File: config.mk
export PLATFORM = sky130hd
export DESIGN_NAME = accel_burst_event_detector
export DESIGN_NICKNAME = d
export VERILOG_FILES = /design/src/hw/rtl/abed_pkg.sv /design/src/hw/rtl/abed_csr.sv /design/src/hw/rtl/abed_mul.sv /design/src/hw/rtl/abed_isqrt.sv /design/src/hw/rtl/accel_burst_event_detector.sv
export SDC_FILE = /design/constraint.sdc
export NUM_CORES = 2
export LEC_CHECK = 0
export BUFFER_PORTS_ARGS = -buffer_cell sky130_fd_sc_hd__buf_2
export CORE_MARGIN = 2
export CORE_UTILIZATION = 54
export CTS_CLUSTER_DIAMETER = 30
export DETAILED_ROUTE_END_ITERATION = 10
export PLACE_DENSITY = 0.71
export RECOVER_POWER = 50
export SYNTH_ARGS = -nofsm -noshare
export SYNTH_HDL_FRONTEND = slang
export SYNTH_SLANG_ARGS = --single-unit
export TNS_END_PERCENT = 100
File: constraint.sdc
create_clock -name clock -period 12.05 [get_ports clock]
set_input_delay 2.41 -clock clock [delete_from_list [all_inputs] [get_ports clock]]
set_output_delay 2.41 -clock clock [all_outputs]
set_load 0.005 [all_outputs]
File: src/hw/rtl/abed_pkg.sv
// Shared types and constants for the accelerometer burst event detector.
// No dependencies; imported by every module of the block.
`timescale 1ns / 1ps

package abed_pkg;

   // Register indexes on the configuration port
   localparam int unsigned CsrIdxW = 4;
   localparam logic [CsrIdxW-1:0] CSR_BASE_X    = 4'd0;
   localparam logic [CsrIdxW-1:0] CSR_BASE_Y    = 4'd1;
   localparam logic [CsrIdxW-1:0] CSR_BASE_Z    = 4'd2;
   localparam logic [CsrIdxW-1:0] CSR_TRIGGER   = 4'd3;
   localparam logic [CsrIdxW-1:0] CSR_PEAK_MIN  = 4'd4;
   localparam logic [CsrIdxW-1:0] CSR_WINDOW    = 4'd5;
   localparam logic [CsrIdxW-1:0] CSR_LOCKOUT   = 4'd6;
   localparam logic [CsrIdxW-1:0] CSR_RATIO_MIN = 4'd7;

   localparam int unsigned CsrDataW = 17;

   // Register reset values
   localparam logic [16:0] TRIGGER_RST   = 17'd4000;
   localparam logic [16:0] PEAK_MIN_RST  = 17'd6000;
   localparam logic [15:0] WINDOW_RST    = 16'd300;
   localparam logic [15:0] LOCKOUT_RST   = 16'd500;
   localparam logic [8:0]  RATIO_MIN_RST = 9'd0;

   // Damage and confirmation settings
   localparam logic [15:0] DAMAGE_BASE     = 16'd10;
   localparam logic [15:0] DAMAGE_SCALE_Q8 = 16'd256;
   localparam logic        CHECK_RATIO     = 1'b1;

   // Shared multiplier operand and product widths
   localparam int unsigned MulW  = 18;
   localparam int unsigned ProdW = 2 * MulW;

   // Square root unit: radicand and root widths, one root bit per step
   localparam int unsigned RadW  = 34;
   localparam int unsigned RootW = 17;
   localparam int unsigned RemW  = 18;

   typedef struct packed {
      logic signed [15:0] base_x;
      logic signed [15:0] base_y;
      logic signed [15:0] base_z;
      logic [16:0]        trigger;
      logic [16:0]        peak_min;
      logic [15:0]        window_len;
      logic [15:0]        lockout;
      logic [8:0]         ratio_min;
   } cfg_type;

endpackage

File: src/hw/rtl/abed_csr.sv
// Configuration register file of the burst event detector.
// Depends on abed_pkg for register indexes, reset values and cfg_type.
`timescale 1ns / 1ps

module abed_csr (
   input  logic                             clock,
   input  logic                             reset,
   input  logic                             csr_valid,
   output logic                             csr_ready,
   input  logic [abed_pkg::CsrIdxW-1:0]     csr_index,
   input  logic [abed_pkg::CsrDataW-1:0]    csr_wdata,
   output abed_pkg::cfg_type                cfg
);
   import abed_pkg::*;

   cfg_type cfg_ff;

   assign csr_ready = 1'b1;
   assign cfg       = cfg_ff;

   // Write one register per beat; drop indexes beyond the list
   always_ff @(posedge clock) begin
      if (reset) begin
         cfg_ff.base_x     <= '0;
         cfg_ff.base_y     <= '0;
         cfg_ff.base_z     <= '0;
         cfg_ff.trigger    <= TRIGGER_RST;
         cfg_ff.peak_min   <= PEAK_MIN_RST;
         cfg_ff.window_len <= WINDOW_RST;
         cfg_ff.lockout    <= LOCKOUT_RST;
         cfg_ff.ratio_min  <= RATIO_MIN_RST;
      end else if (csr_valid) begin
         unique case (csr_index)
            CSR_BASE_X:    cfg_ff.base_x     <= csr_wdata[15:0];
            CSR_BASE_Y:    cfg_ff.base_y     <= csr_wdata[15:0];
            CSR_BASE_Z:    cfg_ff.base_z     <= csr_wdata[15:0];
            CSR_TRIGGER:   cfg_ff.trigger    <= csr_wdata[16:0];
            CSR_PEAK_MIN:  cfg_ff.peak_min   <= csr_wdata[16:0];
            CSR_WINDOW:    cfg_ff.window_len <= csr_wdata[15:0];
            CSR_LOCKOUT:   cfg_ff.lockout    <= csr_wdata[15:0];
            CSR_RATIO_MIN: cfg_ff.ratio_min  <= csr_wdata[8:0];
            default: ;
         endcase
      end
   end

endmodule

File: src/hw/rtl/abed_mul.sv
// Shared signed 18 x 18 multiplier with a registered product.
// Depends on abed_pkg for operand and product widths.
`timescale 1ns / 1ps

module abed_mul (
   input  logic                                clock,
   input  logic signed [abed_pkg::MulW-1:0]    op_a,
   input  logic signed [abed_pkg::MulW-1:0]    op_b,
   output logic signed [abed_pkg::ProdW-1:0]   product
);
   import abed_pkg::*;

   logic signed [ProdW-1:0] prod_ff;

   // Register the product; the result is ready in the cycle after issue
   always_ff @(posedge clock) begin
      prod_ff <= op_a * op_b;
   end

   assign product = prod_ff;

endmodule

File: src/hw/rtl/abed_isqrt.sv
// Iterative integer square root, one root bit per cycle (restoring method).
// Depends on abed_pkg for radicand, root and remainder widths.
`timescale 1ns / 1ps

module abed_isqrt (
   input  logic                         clock,
   input  logic                         reset,
   input  logic                         start,
   input  logic [abed_pkg::RadW-1:0]    radicand,
   output logic                         done,
   output logic [abed_pkg::RootW-1:0]   root
);
   import abed_pkg::*;

   localparam int unsigned CntW = $clog2(RootW);
   localparam logic [CntW-1:0] LastStep = CntW'(RootW - 1);

   logic [RadW-1:0]  rad_ff;
   logic [RemW-1:0]  rem_ff;
   logic [RootW-1:0] root_ff;
   logic [CntW-1:0]  cnt_ff;
   logic             busy_ff;
   logic             done_ff;

   logic [RemW+1:0]  rem_sh;
   logic [RemW+1:0]  trial;
   logic             fits;

   // Bring down the next two radicand bits and try the next root bit
   assign rem_sh = {rem_ff, rad_ff[RadW-1 -: 2]};
   assign trial  = {1'b0, root_ff, 2'b01};
   assign fits   = rem_sh >= trial;

   always_ff @(posedge clock) begin
      if (reset) begin
         busy_ff <= 1'b0;
         done_ff <= 1'b0;
         cnt_ff  <= '0;
      end else begin
         done_ff <= 1'b0;
         if (start && !busy_ff) begin
            busy_ff <= 1'b1;
            cnt_ff  <= '0;
         end else if (busy_ff) begin
            cnt_ff <= cnt_ff + 1'b1;
            if (cnt_ff == LastStep) begin
               busy_ff <= 1'b0;
               done_ff <= 1'b1;
            end
         end
      end
   end

   // Datapath: load on start, advance one digit pair per busy cycle
   always_ff @(posedge clock) begin
      if (start && !busy_ff) begin
         rad_ff  <= radicand;
         rem_ff  <= '0;
         root_ff <= '0;
      end else if (busy_ff) begin
         rad_ff <= {rad_ff[RadW-3:0], 2'b00};
         if (fits) begin
            rem_ff  <= RemW'(rem_sh - trial);
            root_ff <= {root_ff[RootW-2:0], 1'b1};
         end else begin
            rem_ff  <= rem_sh[RemW-1:0];
            root_ff <= {root_ff[RootW-2:0], 1'b0};
         end
      end
   end

   assign done = done_ff;
   assign root = root_ff;

endmodule

File: src/hw/rtl/accel_burst_event_detector.sv
// Accelerometer burst event detector: baseline removal, magnitude and window machine.
// A sample passes the squares on the shared multiplier, 17 square root steps plus a
// hand-over of the root, and the decision states ST_RATIO, ST_DMG and ST_FIN (which
// waits for a free result register) before rsp_valid rises.
// One sample at a time: no new sample is taken until the last one leaves ST_FIN.
// req_ready is high only between samples; a finished result waits in the rsp register.
// Reset is synchronous, active high: registers to their defaults, window machine idle.
`timescale 1ns / 1ps

module accel_burst_event_detector #(
   parameter logic [15:0] DamageBase    = abed_pkg::DAMAGE_BASE,
   parameter logic [15:0] DamageScaleQ8 = abed_pkg::DAMAGE_SCALE_Q8,
   parameter logic        CheckRatio    = abed_pkg::CHECK_RATIO
) (
   input  logic                               clock,
   input  logic                               reset,
   // sample channel
   input  logic                               req_valid,
   output logic                               req_ready,
   input  logic signed [15:0]                 req_sample_x,
   input  logic signed [15:0]                 req_sample_y,
   input  logic signed [15:0]                 req_sample_z,
   input  logic [31:0]                        req_time_ms,
   // result channel
   output logic                               rsp_valid,
   input  logic                               rsp_ready,
   output logic                               rsp_event_valid,
   output logic [16:0]                        rsp_magnitude_now,
   output logic [16:0]                        rsp_event_peak,
   output logic [15:0]                        rsp_above_count,
   output logic [15:0]                        rsp_window_count,
   output logic [15:0]                        rsp_strength,
   // configuration channel
   input  logic                               csr_valid,
   output logic                               csr_ready,
   input  logic [abed_pkg::CsrIdxW-1:0]       csr_index,
   input  logic [abed_pkg::CsrDataW-1:0]      csr_wdata
);
   import abed_pkg::*;

   typedef enum logic [2:0] {
      ST_IDLE, ST_SQR, ST_ROOT, ST_RATIO, ST_DMG, ST_FIN
   } seq_type;

   typedef enum logic [1:0] {
      PH_IDLE   = 2'd0,
      PH_ACTIVE = 2'd1,
      PH_COOL   = 2'd2
   } phase_type;

   cfg_type cfg;

   // Sequencer and window state
   seq_type             state_ff;
   logic [1:0]          step_ff;
   phase_type           phase_ff;
   logic [31:0]         window_start_ff;
   logic [31:0]         lockout_start_ff;
   logic [16:0]         peak_ff;
   logic [15:0]         seen_ff;
   logic [15:0]         above_ff;

   // Per-sample working registers
   logic signed [16:0]  dx_ff, dy_ff, dz_ff;
   logic [31:0]         now_ff;
   logic [RadW-1:0]     acc_ff;
   logic [16:0]         mag_ff;
   logic [24:0]         ratio_prod_ff;

   // Result register
   logic                rsp_valid_ff;
   logic                rsp_event_ff;
   logic [16:0]         rsp_mag_ff;
   logic [16:0]         rsp_peak_ff;
   logic [15:0]         rsp_above_ff;
   logic [15:0]         rsp_count_ff;
   logic [15:0]         rsp_str_ff;

   logic signed [MulW-1:0]  mul_a, mul_b;
   logic signed [ProdW-1:0] prod;
   logic [RadW-1:0]         acc_in;
   logic                    root_start;
   logic                    root_done;
   logic [RootW-1:0]        root;

   logic [15:0]   seen_in;
   logic [15:0]   above_in;
   logic [16:0]   peak_in;
   logic [16:0]   excess;
   logic [31:0]   win_elapsed;
   logic [31:0]   lock_elapsed;
   logic          expired;
   logic          ended;
   logic [18:0]   trig_x3;
   logic          ratio_fail;
   logic          confirm;
   logic [25:0]   dmg_sum;
   logic [15:0]   strength_in;
   logic          out_free;

   abed_csr u_csr (
      .clock     (clock),
      .reset     (reset),
      .csr_valid (csr_valid),
      .csr_ready (csr_ready),
      .csr_index (csr_index),
      .csr_wdata (csr_wdata),
      .cfg       (cfg)
   );

   abed_mul u_mul (
      .clock   (clock),
      .op_a    (mul_a),
      .op_b    (mul_b),
      .product (prod)
   );

   abed_isqrt u_isqrt (
      .clock    (clock),
      .reset    (reset),
      .start    (root_start),
      .radicand (acc_in),
      .done     (root_done),
      .root     (root)
   );

   assign req_ready = (state_ff == ST_IDLE);
   assign out_free  = !rsp_valid_ff || rsp_ready;

   // Window bookkeeping as if this sample lands in an active window
   assign seen_in  = (seen_ff == 16'hFFFF) ? seen_ff : seen_ff + 16'd1;
   assign above_in = (mag_ff > cfg.trigger && above_ff != 16'hFFFF)
                     ? above_ff + 16'd1 : above_ff;
   assign peak_in  = (mag_ff > peak_ff) ? mag_ff : peak_ff;
   assign excess   = (peak_in > cfg.trigger) ? peak_in - cfg.trigger : 17'd0;

   assign win_elapsed  = now_ff - window_start_ff;
   assign lock_elapsed = now_ff - lockout_start_ff;
   assign expired      = win_elapsed >= {16'd0, cfg.window_len};
   assign trig_x3      = {1'b0, cfg.trigger, 1'b0} + {2'b00, cfg.trigger};
   assign ended        = {mag_ff, 2'b00} < trig_x3;

   assign ratio_fail = CheckRatio && ({1'b0, above_in, 8'd0} < ratio_prod_ff);
   assign confirm    = (peak_in >= cfg.peak_min) && !ratio_fail;
   assign dmg_sum    = {10'd0, DamageBase} + 26'(prod[33:8]);
   assign strength_in = (dmg_sum > 26'd65535) ? 16'hFFFF : dmg_sum[15:0];

   // Select shared multiplier operands per sequencer step
   always_comb begin
      mul_a = '0;
      mul_b = '0;
      case (state_ff)
         ST_SQR: begin
            case (step_ff)
               2'd0: begin
                  mul_a = MulW'(dx_ff);
                  mul_b = MulW'(dx_ff);
               end
               2'd1: begin
                  mul_a = MulW'(dy_ff);
                  mul_b = MulW'(dy_ff);
               end
               2'd2: begin
                  mul_a = MulW'(dz_ff);
                  mul_b = MulW'(dz_ff);
               end
               default: ;
            endcase
         end
         ST_RATIO: begin
            mul_a = {9'd0, cfg.ratio_min};
            mul_b = {2'd0, seen_in};
         end
         ST_DMG, ST_FIN: begin
            mul_a = {2'd0, DamageScaleQ8};
            mul_b = {1'b0, excess};
         end
         default: ;
      endcase
   end

   // Accumulate the squares; the last one goes straight to the root unit
   assign acc_in     = (step_ff == 2'd1) ? prod[RadW-1:0] : acc_ff + prod[RadW-1:0];
   assign root_start = (state_ff == ST_SQR) && (step_ff == 2'd3);

   always_ff @(posedge clock) begin
      if (reset) begin
         state_ff         <= ST_IDLE;
         step_ff          <= '0;
         phase_ff         <= PH_IDLE;
         window_start_ff  <= '0;
         lockout_start_ff <= '0;
         peak_ff          <= '0;
         seen_ff          <= '0;
         above_ff         <= '0;
         rsp_valid_ff     <= 1'b0;
      end else begin
         // drop the result once taken; a result leaving ST_FIN takes its place instead
         if (rsp_valid_ff && rsp_ready && state_ff != ST_FIN) begin
            rsp_valid_ff <= 1'b0;
         end
         unique case (state_ff)
            ST_IDLE: begin
               if (req_valid) begin
                  dx_ff    <= 17'(req_sample_x) - 17'(cfg.base_x);
                  dy_ff    <= 17'(req_sample_y) - 17'(cfg.base_y);
                  dz_ff    <= 17'(req_sample_z) - 17'(cfg.base_z);
                  now_ff   <= req_time_ms;
                  step_ff  <= '0;
                  state_ff <= ST_SQR;
               end
            end
            ST_SQR: begin
               step_ff <= step_ff + 2'd1;
               if (step_ff != 2'd0) begin
                  acc_ff <= acc_in;
               end
               if (step_ff == 2'd3) begin
                  state_ff <= ST_ROOT;
               end
            end
            ST_ROOT: begin
               if (root_done) begin
                  mag_ff   <= root;
                  state_ff <= ST_RATIO;
               end
            end
            ST_RATIO: begin
               state_ff <= ST_DMG;
            end
            ST_DMG: begin
               ratio_prod_ff <= prod[24:0];
               state_ff      <= ST_FIN;
            end
            ST_FIN: begin
               // commit the window machine and load the result beat
               if (out_free) begin
                  rsp_valid_ff <= 1'b1;
                  rsp_mag_ff   <= mag_ff;
                  rsp_event_ff <= 1'b0;
                  rsp_peak_ff  <= '0;
                  rsp_above_ff <= '0;
                  rsp_count_ff <= '0;
                  rsp_str_ff   <= '0;
                  unique case (phase_ff)
                     PH_IDLE: begin
                        if (mag_ff > cfg.trigger) begin
                           phase_ff        <= PH_ACTIVE;
                           window_start_ff <= now_ff;
                           peak_ff         <= mag_ff;
                           seen_ff         <= 16'd1;
                           above_ff        <= 16'd1;
                        end
                     end
                     PH_ACTIVE: begin
                        seen_ff  <= seen_in;
                        above_ff <= above_in;
                        peak_ff  <= peak_in;
                        if (expired || ended) begin
                           phase_ff         <= PH_COOL;
                           lockout_start_ff <= now_ff;
                           if (confirm) begin
                              rsp_event_ff <= 1'b1;
                              rsp_peak_ff  <= peak_in;
                              rsp_above_ff <= above_in;
                              rsp_count_ff <= seen_in;
                              rsp_str_ff   <= strength_in;
                           end
                        end
                     end
                     PH_COOL: begin
                        if (lock_elapsed >= {16'd0, cfg.lockout}) begin
                           phase_ff <= PH_IDLE;
                        end
                     end
                     default: begin
                        phase_ff <= PH_IDLE;
                     end
                  endcase
                  state_ff <= ST_IDLE;
               end
            end
            default: begin
               state_ff <= ST_IDLE;
            end
         endcase
      end
   end

   assign rsp_valid         = rsp_valid_ff;
   assign rsp_event_valid   = rsp_event_ff;
   assign rsp_magnitude_now = rsp_mag_ff;
   assign rsp_event_peak    = rsp_peak_ff;
   assign rsp_above_count   = rsp_above_ff;
   assign rsp_window_count  = rsp_count_ff;
   assign rsp_strength      = rsp_str_ff;

   // One sample at a time: no new beat right after one is taken
   assert property (@(posedge clock) disable iff (reset)
      (req_valid && req_ready) |=> !req_ready)
      else $error("req_ready high right after an accepted sample");

   // A non-event result carries zero event fields
   assert property (@(posedge clock) disable iff (reset)
      (rsp_valid && !rsp_event_valid) |->
         (rsp_event_peak == 17'd0 && rsp_above_count == 16'd0 &&
          rsp_window_count == 16'd0 && rsp_strength == 16'd0))
      else $error("event fields set on a result without an event");

   // Above-threshold count never exceeds the window count
   assert property (@(posedge clock) disable iff (reset)
      (rsp_valid && rsp_event_valid) |-> (rsp_above_count <= rsp_window_count))
      else $error("above count exceeds window count");

   // The root unit finishes only while the sequencer waits for it
   assert property (@(posedge clock) disable iff (reset)
      root_done |-> (state_ff == ST_ROOT))
      else $error("square root finished outside its step");

endmodule
==> impl_metrics.toml <==
[logic_synthesis]
synthSimpleGateAreaFrac = 0.1535
seq_area_frac_synth = 0.3131
netlist_instances = 5170
synth-xor-area-share = 0.03976
synthAdderAreaFrac = 0.2436
synthesis.area_mm2 = 0.04692
synth_top_family_by_area = "adder cells"
syn_area_per_cell_um2 = 9.076
synth_seq_cells = 596
synth_compound_area_frac = 0.1378
synthArstFlopShare = 0
ys.flop_type = "dfxtp_1"
synth_edf_count = 276
yosysUniqueCellTypes = 97
muxShareOfSynthArea = 0.03634
syn_nets = 6001
ys.warnings.count = 0

[hold_path]
holdCritPathClass = "reg2reg"
hold_depth = 0
min-delay-start = "u_isqrt.root[16]$_SDFFE_PP0P_"
hold_path_end = "mag_ff[16]$_DFFE_PP_"

[global_routing]
grt_antenna_before_repair = 5
grt_pass1_vias = 37970
grt_max_degree = 144
grt_pass1_wl_um = 207800
grt_use_total = 0.2970
grt_overflow = 0

[outcome]
status = "finished with violations"
violations = "max-capacitance violations, max-slew violations"

[placed_design]
dpl_cell_area_mm2 = 0.04908
dp_cells = 6376
gp_congestion = 0.9472
portBuffers = 190
hpwl_um = 99100

[cts]
numCtsBuffers = 147
postCtsSetupBuffers = 0
cts_max_path_buffers = 3
ctsRootBufferMaster = "clkbuf_16"
clkSlewWorstSetupHoldPaths_ns = 0.05
tritoncts = "done"
clock_latency_ns = 0.75
cts.sinks = 596
h-tree-depth = 4

[layout]
fin_nets = 6201
syn_to_final_growth_pct = 15.28
n_fill_cell = 7318
fin_area_mm2 = 0.05410
instances_no_fill = 6657
multiInputGateArea_mm2 = 0.02878
final_layout_size_suffix_gt1_frac = 0.1017
ff_latch_area_mm2 = 0.01469

[run]
drv_cap = 8

[power]
power_frac_comb = 0.230
power.leakage_nw = 23.55
p_sw_mw = 2.611
p_sw_frac = 0.3115
power_frac_seq = 0.289
p_per_area_mw_per_mm2 = 155.0
p_clk_frac = 0.481
internal_power_mw = 5.772
peakVddDrop_uv = 145.8

[worst_setup_path]
cp_slowest_cell = "fa_1"
rrSetupSlack_ns = 0.70
crit_top_cell = "fa_1"
critical_path.max_stage_delay_ns = 0.61
required_ns = 12.67
arrival_ns = 11.97
crit_fanout = 13
crit_buf_inv = 6
reg2regPathDepth = 44
timing.rr.end = "u_mul.product[32]$_DFF_P_"
crit_family = "adder cells"
reg2reg_from = "mag_ff[1]$_DFFE_PP_"
crit_path_end_kind = "flop"
critPathKind = "reg2reg"
critPathLaunchType = "flop"

[floorplan]
die-area_mm2 = 0.08927
std_cell_rows = 108
die_x_um = 298.8
start_util = 0.5426
die_y_um = 298.8
core_area_mm2 = 0.08648
io_pins = 192

[timing]
max_slew_margin = -3.330
setup_viol = 0
min_period_ns = 11.35
tightest_slew_ns = 6.494
report.final.slew_viol_count = 578
final.setup_skew_ns = 0.05169
rsz0062_at_grt = "false"
max_freq_mhz = 88.10
fin_crit_sh = 0.9419
finalHoldViolCount = 0
fin_tns_setup_ns = 0

[routing]
drt_pass1_iterations = 6
vias_per_cell = 5.722
wire_per_inst_um = 19.99
drt_iter0_markers = 3011
num_vias = 38090
drc = 0
ant_nets = 0
routed_wl_um = 133100
-- sequential cells by signal, indices dropped and copies added (netlist names), 17 cells and up --
name	count
u_csr.cfg	123
acc_ff	34
u_isqrt.rad_ff	34
u_mul.product	34
lockout_start_ff	32
now_ff	32
window_start_ff	32
ratio_prod_ff	25
u_isqrt.rem_ff	18
dx_ff	17
dy_ff	17
dz_ff	17
mag_ff	17
peak_ff	17
rsp_event_peak	17
rsp_magnitude_now	17
u_isqrt.root	17
-- through the flow --
stage               utilization  setup slack (ns)  total power, mW  hold WS [ns]
finish                   0.6255            0.6998            8.384        0.4133
global route             0.6254          0.006032            8.775        0.4233
CTS                      0.6265            0.4080            8.418        0.4171
detailed placement       0.5675            0.4423            4.356        0.4157
global placement         0.5675            0.6480            4.317        0.4125
floorplan                     -             1.065            3.786        0.4082
-- repair_timing --
action	in CTS	in global routing
hold buffers	0	0
endpoints found under the setup margin	0	8
gates resized for setup	0	13
hold endpoints to repair	0	0
-- worst max path at each step --
stage | startpoint | end | slack, ns | cells after the start
after CTS | mag_ff[1]$_DFFE_PP_ | u_mul.product[33]$_DFF_P_ | 0.41 | 43
after floorplan | mag_ff[1]$_DFFE_PP_ | u_mul.product[33]$_DFF_P_ | 1.07 | 48
after global placement | mag_ff[1]$_DFFE_PP_ | u_mul.product[32]$_DFF_P_ | 0.65 | 44
final | mag_ff[1]$_DFFE_PP_ | u_mul.product[32]$_DFF_P_ | 0.70 | 44
after detailed placement | mag_ff[1]$_DFFE_PP_ | u_mul.product[32]$_DFF_P_ | 0.44 | 44
after global routing | mag_ff[1]$_DFFE_PP_ | u_mul.product[31]$_DFF_P_ | 0.006 | 44
-- power by group through the flow --
stage                     clock (mW)  combinational (mW)  sequential, mW
after global routing            4.18                2.16            2.44
after detailed placement           0                1.90            2.45
after global placement             0                1.87            2.45
final                           4.03                1.93            2.43
after CTS                       4.07                1.93            2.42
after floorplan                    0                1.40            2.38
-- area by class of cell --
cell class | count | area share
well taps | 1155 | 0.02671
flip-flops and latches | 596 | 0.2716
repair buffers | 253 | 0.02461
clock inverters | 76 | 0.01825
clock buffers | 199 | 0.07614
inverters | 727 | 0.05045
multi-input cells | 3645 | 0.5319
diodes | 6 | 0.0002776
-- cell families (layout without fill, tap and decap cells) --
logic type	Yosys count	in the layout
other	2	8
AO/OA/AOI/OAI	988	988
buffers and inverters	929	1255
adder cells (fa/ha/maj)	725	725
flip-flops	596	596
AND/OR/NAND/NOR	1553	1553
multiplexers	164	164
XOR/XNOR	213	213
-- per-layer routing --
metal	routed length, um	vias to the layer above	track usage	part of all wire
li1	-	17960	-	-
met1	53850	18540	0.3695	0.40
met2	64500	1267	0.4986	0.48
met3	8961	326	0.05903	0.067
met4	5746	0	0.1365	0.043
met5	0	-	0	0
-- synthesized netlist by cell type (30+ instances only) --
cell type,number,area share
and2_1,31,0.0041
nor2b_1,77,0.010
ha_1,411,0.11
a211o_1,36,0.0067
nor3b_1,39,0.0062
and3_1,32,0.0043
nand2_1,542,0.043
o21a_1,50,0.0080
dfxtp_1,320,0.14
a21o_1,81,0.013
nand2b_1,99,0.013
nand4_1,43,0.0057
nor2_1,454,0.036
mux2i_1,113,0.024
edfxtp_1,276,0.18
inv_1,721,0.058
xnor2_1,133,0.025
nand3_1,79,0.0084
o211ai_1,44,0.0070
mux2_2,51,0.012
a21oi_1,320,0.034
nor3_1,64,0.0068
clkbuf_1,172,0.014
xor2_1,80,0.015
o21ai_0,177,0.019
fa_1,314,0.13
a31oi_1,30,0.0040
-- placed cells by master (no fill, tap or decap), types with 77 or more instances in the layout --
cell type / Yosys / routed
clkbuf_16: 0 / 151
buf_2: 14 / 167
nor2_1: 454 / 450
nor2b_1: 77 / 77
edfxtp_1: 276 / 276
nand3_1: 79 / 79
ha_1: 411 / 411
dfxtp_1: 320 / 320
fa_1: 314 / 313
nand2_1: 542 / 542
o21ai_0: 177 / 176
a21oi_1: 320 / 317
inv_1: 721 / 721
mux2i_1: 113 / 112
a21o_1: 81 / 80
nand2b_1: 99 / 98
xor2_1: 80 / 80
xnor2_1: 133 / 133
No activity file was read; power rests on OpenSTA's default activity.
